## config.mk

```make
export PLATFORM = sky130hd
export DESIGN_NAME = rms_decide
export DESIGN_NICKNAME = d
export VERILOG_FILES = /design/src/rtl/rms_pkg.sv /design/src/rtl/rms_decide.sv
export SDC_FILE = /design/constraint.sdc
export NUM_CORES = 2
export LEC_CHECK = 0
export BUFFER_PORTS_ARGS = -buffer_cell sky130_fd_sc_hd__buf_2
export CORE_AREA = 2 2 443 445
export DETAILED_ROUTE_END_ITERATION = 8
export DIE_AREA = 0 0 445 447
export GPL_TIMING_DRIVEN = 0
export MAX_ROUTING_LAYER = met4
export PLACE_DENSITY = 0.3
export SYNTH_ARGS = -nofsm -noshare
export SYNTH_HDL_FRONTEND = slang
export SYNTH_SLANG_ARGS = --single-unit
```

## constraint.sdc

```tcl
create_clock -name vclk -period 16.4
set_clock_uncertainty 0.1 [all_clocks]
set_input_delay 3.28 -clock vclk [all_inputs]
set_output_delay 3.28 -clock vclk [all_outputs]
set_load 0.05 [all_outputs]
```

## src/rtl/rms_pkg.sv

```systemverilog
// Shared types and constants for the robot mode supervisor.
`timescale 1ns / 1ps
`default_nettype none

package rms_pkg;

    // Fault word geometry.
    localparam int unsigned FAULT_BITS = 64;
    localparam logic [63:0] FW_KEEP =
        (FAULT_BITS >= 64) ? 64'hffff_ffff_ffff_ffff : ((64'd1 << FAULT_BITS) - 64'd1);
    localparam int unsigned CD_SHIFT = FAULT_BITS - 4;
    localparam logic [63:0] CD_MASK = 64'hf << CD_SHIFT;

    localparam int unsigned TIME_W  = 63;
    localparam int unsigned GRACE_W = 24;
    localparam int unsigned USEC_PER_SEC = 1000000;

    // Event time is tracked modulo 16 s: the countdown digit only needs
    // floor(rem / 1 s) mod 16. 16e6 = 2^9 * 31250.
    localparam int unsigned RES_MOD   = 16 * USEC_PER_SEC;
    localparam int unsigned RES_W     = 24;
    localparam int unsigned RES_LO_W  = 9;
    localparam int unsigned RES_ODD   = RES_MOD >> RES_LO_W;
    localparam int unsigned ODD_W     = RES_W - RES_LO_W;
    localparam int unsigned OFS_W     = RES_W + 1;
    localparam int unsigned V_W       = OFS_W + 1;
    localparam int unsigned X_W       = TIME_W - RES_LO_W;

    // Chunk weights 2^(16k) mod RES_ODD for the first fold.
    localparam longint unsigned K1 = (64'd1 << 16) % RES_ODD;
    localparam longint unsigned K2 = (64'd1 << 32) % RES_ODD;
    localparam longint unsigned K3 = (64'd1 << 48) % RES_ODD;
    localparam int unsigned SUM_W  = 33;
    localparam int unsigned FOLD_W = 29;

    // Reciprocal for the final reduction, floor(2^44 / RES_ODD).
    localparam int unsigned RECIP_SHIFT = 44;
    localparam int unsigned RECIP_W     = 30;
    localparam longint unsigned RECIP   = (64'd1 << RECIP_SHIFT) / RES_ODD;
    localparam int unsigned PROD_W      = FOLD_W + RECIP_W;

    // Register map index (byte address / 8).
    localparam logic [2:0] REG_BLOCK_MANUAL  = 3'd0;
    localparam logic [2:0] REG_BLOCK_STANDBY = 3'd1;
    localparam logic [2:0] REG_OK_MANUAL     = 3'd2;
    localparam logic [2:0] REG_OK_STANDBY    = 3'd3;
    localparam logic [2:0] REG_DEV_MODE      = 3'd4;
    localparam logic [2:0] REG_GRACE         = 3'd5;

    typedef enum logic [2:0] {
        MODE_UNDEF   = 3'd0,
        MODE_RUN     = 3'd1,
        MODE_STANDBY = 3'd2,
        MODE_STOP    = 3'd3,
        MODE_MANUAL  = 3'd4,
        MODE_ERROR   = 3'd5
    } t_mode;

    localparam logic CMD_STATE   = 1'b0;
    localparam logic CMD_PUBLISH = 1'b1;

    typedef struct packed {
        logic [63:0]        blk_manual;
        logic [63:0]        blk_standby;
        logic [63:0]        ok_manual;
        logic [63:0]        ok_standby;
        logic               dev_mode;
        logic [GRACE_W-1:0] grace;
    } t_cfg;

    typedef struct packed {
        logic              cmd;
        logic [2:0]        req;
        logic [TIME_W-1:0] evt;
        logic [63:0]       add;
        logic [63:0]       clr;
    } t_item;

    typedef struct packed {
        t_mode             mode;
        logic [63:0]       fw;
        logic [TIME_W-1:0] status;
        logic [RES_W-1:0]  status_res;
        logic [TIME_W-1:0] prev;
        logic [RES_W-1:0]  prev_res;
    } t_state;

    typedef struct packed {
        logic [2:0]  mode;
        logic [63:0] faults;
        logic        changed;
        logic [63:0] rejected;
    } t_result;

endpackage

`default_nettype wire

```

## src/rtl/rms_decide.sv

```systemverilog
// Mode decision: next supervisor state and result for one request.
`timescale 1ns / 1ps
`default_nettype none

module rms_decide (
    input  rms_pkg::t_state                  i_state,
    input  rms_pkg::t_cfg                    i_cfg,
    input  rms_pkg::t_item                   i_item,
    input  logic [rms_pkg::RES_W-1:0]        i_tres,
    input  logic [rms_pkg::OFS_W-1:0]        i_ofs,
    output rms_pkg::t_state                  o_state,
    output rms_pkg::t_result                 o_res
);

    function automatic rms_pkg::t_state set_mode(
        input rms_pkg::t_state                 cur,
        input rms_pkg::t_mode                  m,
        input logic [63:0]                     fw,
        input logic [rms_pkg::TIME_W-1:0]      t,
        input logic [rms_pkg::RES_W-1:0]       tres
    );
        rms_pkg::t_state s;
        s = cur;
        if (m != cur.mode) begin
            s.prev     = cur.status;
            s.prev_res = cur.status_res;
        end
        s.status     = t;
        s.status_res = tres;
        s.mode       = m;
        s.fw         = fw;
        return s;
    endfunction

    logic [63:0]              f;
    logic [rms_pkg::V_W-1:0]  v;
    logic [rms_pkg::RES_W-1:0] vr;
    logic [3:0]               cnt;
    logic [63:0]              lim;
    logic                     below;
    logic                     run_win;
    logic [63:0]              nf;
    logic                     standby_ok;

    assign f = ((i_state.fw | i_item.add) & ~i_item.clr) & rms_pkg::FW_KEEP;
    assign standby_ok = (f & i_cfg.blk_standby) == 64'd0;

    // Countdown digit: (grace + prev - t) mod 16 s, in whole seconds.
    assign v = rms_pkg::V_W'(i_state.prev_res) + rms_pkg::V_W'(i_ofs);

    always_comb begin
        if (v >= rms_pkg::V_W'(2 * rms_pkg::RES_MOD)) begin
            vr = rms_pkg::RES_W'(v - rms_pkg::V_W'(2 * rms_pkg::RES_MOD));
        end else if (v >= rms_pkg::V_W'(rms_pkg::RES_MOD)) begin
            vr = rms_pkg::RES_W'(v - rms_pkg::V_W'(rms_pkg::RES_MOD));
        end else begin
            vr = rms_pkg::RES_W'(v);
        end
    end

    always_comb begin
        cnt = 4'd0;
        for (int k = 1; k < 16; k++) begin
            if (vr >= rms_pkg::RES_W'(k * rms_pkg::USEC_PER_SEC)) begin
                cnt = 4'(k);
            end
        end
    end

    assign lim     = 64'(i_state.prev) + 64'(i_cfg.grace);
    assign below   = {1'b0, i_item.evt} < lim;
    assign run_win = {1'b0, i_item.evt} < (lim + 64'(rms_pkg::USEC_PER_SEC));
    assign nf = ((f & ~rms_pkg::CD_MASK) | (64'(cnt) << rms_pkg::CD_SHIFT))
                & rms_pkg::FW_KEEP;

    always_comb begin
        rms_pkg::t_state nxt;
        logic            done;
        logic [63:0]     rej;
        logic [63:0]     b;

        nxt  = i_state;
        done = 1'b0;
        rej  = 64'd0;
        b    = f & i_cfg.blk_manual;

        if (i_item.cmd == rms_pkg::CMD_PUBLISH) begin
            nxt.status     = i_item.evt;
            nxt.status_res = i_tres;
        end else begin
            if (i_item.req == rms_pkg::MODE_MANUAL && i_state.mode == rms_pkg::MODE_STOP) begin
                if (b == 64'd0) begin
                    nxt  = set_mode(i_state, rms_pkg::MODE_MANUAL, f, i_item.evt, i_tres);
                    done = 1'b1;
                end else begin
                    rej = b;
                end
            end

            if (!done) begin
                if (standby_ok) begin
                    if (i_item.req == rms_pkg::MODE_UNDEF
                            && i_state.mode == rms_pkg::MODE_STANDBY) begin
                        if (below) begin
                            nxt  = set_mode(i_state, rms_pkg::MODE_STANDBY, nf,
                                            i_item.evt, i_tres);
                            done = 1'b1;
                        end else if (run_win) begin
                            nxt  = set_mode(i_state, rms_pkg::MODE_RUN, f, i_item.evt, i_tres);
                            done = 1'b1;
                        end
                    end
                    if (!done && i_item.req == rms_pkg::MODE_RUN
                            && i_state.mode == rms_pkg::MODE_RUN) begin
                        done = 1'b1;
                    end
                    if (!done && i_item.req == rms_pkg::MODE_RUN
                            && (i_state.mode == rms_pkg::MODE_STOP
                                || i_state.mode == rms_pkg::MODE_STANDBY)) begin
                        nxt  = set_mode(i_state, rms_pkg::MODE_STANDBY, f, i_item.evt, i_tres);
                        done = 1'b1;
                    end
                end else if (i_item.req == rms_pkg::MODE_RUN
                        && (i_state.mode == rms_pkg::MODE_STOP
                            || i_state.mode == rms_pkg::MODE_STANDBY)) begin
                    rej = f & i_cfg.blk_standby;
                end
            end

            if (!done && i_item.req != rms_pkg::MODE_STOP) begin
                if ((i_state.mode == rms_pkg::MODE_MANUAL || i_state.mode == rms_pkg::MODE_RUN)
                        && (f & i_cfg.ok_manual) == 64'd0) begin
                    done = 1'b1;
                end else if (i_state.mode == rms_pkg::MODE_STANDBY
                        && (f & i_cfg.ok_standby) == 64'd0) begin
                    done = 1'b1;
                end else if (i_cfg.dev_mode && f == 64'd0) begin
                    nxt.fw = 64'd0;
                    done   = 1'b1;
                end
            end

            if (!done && i_item.req != rms_pkg::MODE_UNDEF) begin
                nxt = set_mode(i_state, rms_pkg::MODE_STOP, f, i_item.evt, i_tres);
            end
        end

        o_state        = nxt;
        o_res.mode     = nxt.mode;
        o_res.faults   = nxt.fw & rms_pkg::FW_KEEP;
        o_res.changed  = nxt.mode != i_state.mode;
        o_res.rejected = rej & rms_pkg::FW_KEEP;
    end

endmodule

`default_nettype wire

```

# Yosys cells after proc, flatten, opt, wreduce, memory -nomap -nowiden

Index checks and enable logic that the tools add are counted.

Add/subtract/negate cells: 5
Magnitude comparators: 19
Eq/ne operators: 12
Mux-type cells: 65
Bitwise operators: 8
Reduce and logical (&&, ||, !) cells: 25

Operators with widths:

| cell                     | count |
|---|---|
| $mux W241                | 9 |
| $mux W64                 | 10 |
| $mux W87                 | 6 |
| $and A64 B64 Y64         | 5 |
| $logic_not A64 Y1        | 5 |
| $ge A24 B24 Y1 const B   | 7 |
| $lt A63 B64 Y1           | 2 |
| $ge A24 B23 Y1 const B   | 4 |
| $mux W67                 | 1 |
| $add A63 B24 Y64         | 1 |
| $add A64 B20 Y64 const B | 1 |
| $not A64 Y64             | 1 |
| $or A60 B64 Y64          | 1 |
| $or A64 B64 Y64          | 1 |
| $ge A24 B22 Y1 const B   | 2 |
| $mux W24                 | 2 |
| $sub A24 B24 Y24 const B | 2 |
| $mux W4                  | 10 |
| $add A24 B25 Y26         | 1 |
| $ge A26 B24 Y1 const B   | 1 |
| $ge A26 B25 Y1 const B   | 1 |
| $ge A24 B20 Y1 const B   | 1 |
| $ge A24 B21 Y1 const B   | 1 |
| $mux W1                  | 23 |
| 15 further kinds         | 36 |

Register bits: 0
Input bits: 766
Output and inout bits: 373
Logic and storage cells: 134

# Longest topological paths before layout

Depth after elaboration: 33
Mapped depth: 39
Gate-level depth less buffers: 36

# Worst setup path after synthesis

OpenSTA, ideal clock, no wires.

Kind: input to output
Start point: input i_state[24] in the netlist's numbering
End point: output o_state[212] in the netlist's numbering
Arrival: 11.131 ns
Required time: 13.020 ns
Path slack: 1.889 ns
Stages: 35
Buffers on the path: 3
Cell sequence: ha_1 inv_1 fa_1 nor2b_1 o31a_1 o221ai_1 a211o_1 a21bo_1 buf_2 a21oi_1 nand3_1 xnor2_1 nor4_1 nand3_1 nor4_1 nand2b_1 nor3_1 nand2_1 or3_1 xnor2_1 ha_1 a21oi_1 nor2b_1 o21ai_0 nand2_1 nor3_1 nand2_1 a211oi_1 nor3_1 nand4b_1 a21oi_2 o21ai_0 clkbuf_1 o31ai_1 buf_4

RTL lines:

| what               | RTL line         | source |
|---|---|---|
| start: declaration | rms_decide.sv:6  | `input rms_pkg::t_state i_state,` |
| end: declaration   | rms_decide.sv:11 | `output rms_pkg::t_state o_state,` |

==> impl_metrics.json <==
{
  "area_growth_pct": 51.6,
  "routed_via_density": 4.60,
  "syn-num-nets": 3960,
  "outcome": "finished, final reports clean",
  "dr_total_vias": 31300,
  "cp_slowest_stage_delay_ns": 0.50,
  "muxShareOfSynthArea_pct": 6.93,
  "critPathTopFamily": "simple AND/OR/NAND/NOR gates",
  "start_util_pct": 10.1,
  "first_global_vias": 30500,
  "gr-usage-all-layers_pct": 23.8,
  "power.switching_w": 0.00109,
  "drv_slew": 0,
  "multi_input_area_sq_mm": 0.0187,
  "ys_seq_area_share_pct": 0,
  "max-slew-margin-rel_pct": 5.80,
  "rsz0062_at_grt": "false",
  "antenna_found_initial": 87,
  "overflow": 0,
  "path_class": "in -> out",
  "ant_nets": 0,
  "yosysWarnings": 0,
  "clockPowerShare_pct": 0,
  "worst_pin_slew_ns": 1.41,
  "syn_inst": 3019,
  "grt_pass1_wl_um": 309000,
  "syn_area_per_cell_sq_um": 6.47,
  "period_needed_ns": 15.79,
  "seqCellArea_sq_um": 0,
  "power_leakage_nw": 12.8,
  "wirelength_um": 244000,
  "cp-end-kind": "output pin",
  "cap_violations": 0,
  "rows": 162,
  "comb_power_share_pct": 100.0,
  "grt_start_max_net_pins": 12,
  "worst-path-max-fanout": 10,
  "p_sw_share_pct": 70.0,
  "die_h_um": 447,
  "final_util_pct": 15.3,
  "cp_num_buf_inv": 9,
  "coreArea_sq_mm": 0.194,
  "yosysMostFrequentCell": "nand2_1",
  "synth_top_area_share_pct": 11.1,
  "finalPower_w": 0.00156,
  "power.internal_w": 0.000468,
  "drtIter0Drc": 2758,
  "wl_per_cell_um": 35.8,
  "crit_slowest_cell": "nor4_2",
  "first_pass_iters": 6,
  "synth_compound_area_share_pct": 38.5,
  "seqPwrFrac_pct": 0,
  "fill_cells": 22900,
  "synthAdderAreaFrac_pct": 11.3,
  "cts_hold_buf": 0,
  "setup_violations": 0,
  "hold_viol": 0,
  "dpl.hpwl_um": 219000,
  "tns_ns": 0,
  "crit_top_cell": "nand2_1",
  "ir_worst_vdd_mv": 0.0198,
  "fin_crit_sh_pct": 96.3,
  "start_kind": "primary input",
  "die_area_sq_mm": 0.199,
  "yosys.area_share.simple_pct": 30.3,
  "final_net_count": 5133,
  "synth_area_leaders": "ha_1 (11%), a21oi_1 (7.5%), nand2_1 (6.9%)",
  "seq_cells": 0,
  "place_congestion": 1.01,
  "synth-xor-area-share_pct": 5.91,
  "cp_data_required_time_ns": 13.02,
  "die_w_um": 445,
  "pin_count": 1139,
  "power_density_mw_per_mm2": 52.7,
  "synth_top_family_by_area": "compound AO/OA/AOI/OAI gates",
  "critical_path_arrival_ns": 12.41,
  "ys_types": 117,
  "timing.fmax_ghz": 0.0633,
  "syn-cell-area_sq_mm": 0.0195,
  "yosysTopAreaCell": "ha_1",
  "clockBufferCount": 0,
  "yosys-top-cells-count": "nand2_1 (361), a21oi_1 (294), nor2_1 (288), o21ai_0 (192), ha_1 (173)",
  "drc": 0,
  "hp-class": "in -> out",
  "port_buffers": 1126,
  "drive_gt1_share_pct": 39.3
}
## placed cells by master (no fill, tap or decap), types with 60 or more instances in the layout
master    count
o21ai_0     144
nand3_1      75
mux2_2       94
xnor2_1      71
nand2_1     359
nor3_1      121
or2_2        73
buf_4       104
buf_2      1150
clkbuf_1     91
nand4_1      60
a22oi_1     122
a21oi_1     288
diode_2      81
ha_1        173
nor2_1      278
## power by group through the flow
stage | sequential, W | combinational (W) | clock [W]
floorplan | 0 | 0.000899 | 0
global placement | 0 | 0.00153 | 0
detailed placement | 0 | 0.00153 | 0
CTS | 0 | 0.00155 | 0
global route | 0 | 0.00165 | 0.000000000525
finish | 0 | 0.00156 | 0.000000000508
## kinds of logic (layout without fill, tap and decap cells)
| group | count (synthesis) | in the layout |
|---|---|---|
| AO/OA/AOI/OAI | 1091 | 1091 |
| XOR/XNOR | 130 | 130 |
| adder cells (fa/ha/maj) | 175 | 175 |
| buffers and inverters | 278 | 1449 |
| multiplexers | 123 | 123 |
| other | 0 | 81 |
| AND/OR/NAND/NOR | 1222 | 1222 |
## through the flow
stage                     cells  worst slack, ns  hold WS [ns]  instance area (sq um)
final                      6813            0.614          6.85                  29600
after global routing       6795           0.0222          6.88                  29600
after CTS                  6731           0.0214          6.87                  29200
after detailed placement   6718            -2.64          6.87                  28800
after global placement     6687            -3.90          6.87                  28400
after floorplan            3019             1.89          6.65                  19500
## layout make-up
class                      count  share of cell area [%]
multi-input combinational   2741                    63.0
inverter                      47                   0.596
antenna                       81                   0.684
buffer                       231                    4.32
tap                         2542                    10.7
timing repair buffer        1171                    20.7
## timing repair
item | 4_1_cts | 5_1_grt
buffers inserted | 13 | 1
pin swaps | 7 | 2
gates resized for setup | 93 | 65
setup endpoints to repair | 309 | 296
## per-layer routing
layer / vias up / GRT usage, % / part of all wire (%)
met5: - / - / 0
met2: 1526 / 42.0 / 51
li1: 13900 / - / -
met4: 0 / 14.1 / 6.7
met1: 15500 / 25.8 / 37
met3: 398 / 2.64 / 5.1
## path summary, 6_finish.rpt
path                 endpoint  cells past startpoint        start
hold / removal      o_res[62]                      3   i_item[62]
setup / recovery  o_state[24]                     42  i_state[24]
## worst min-delay path, cell delays in order
cell and delay (ns):
buf_2 0.10, nor4_1 0.05, buf_2 0.23
(Power assumes the default switching activity.)
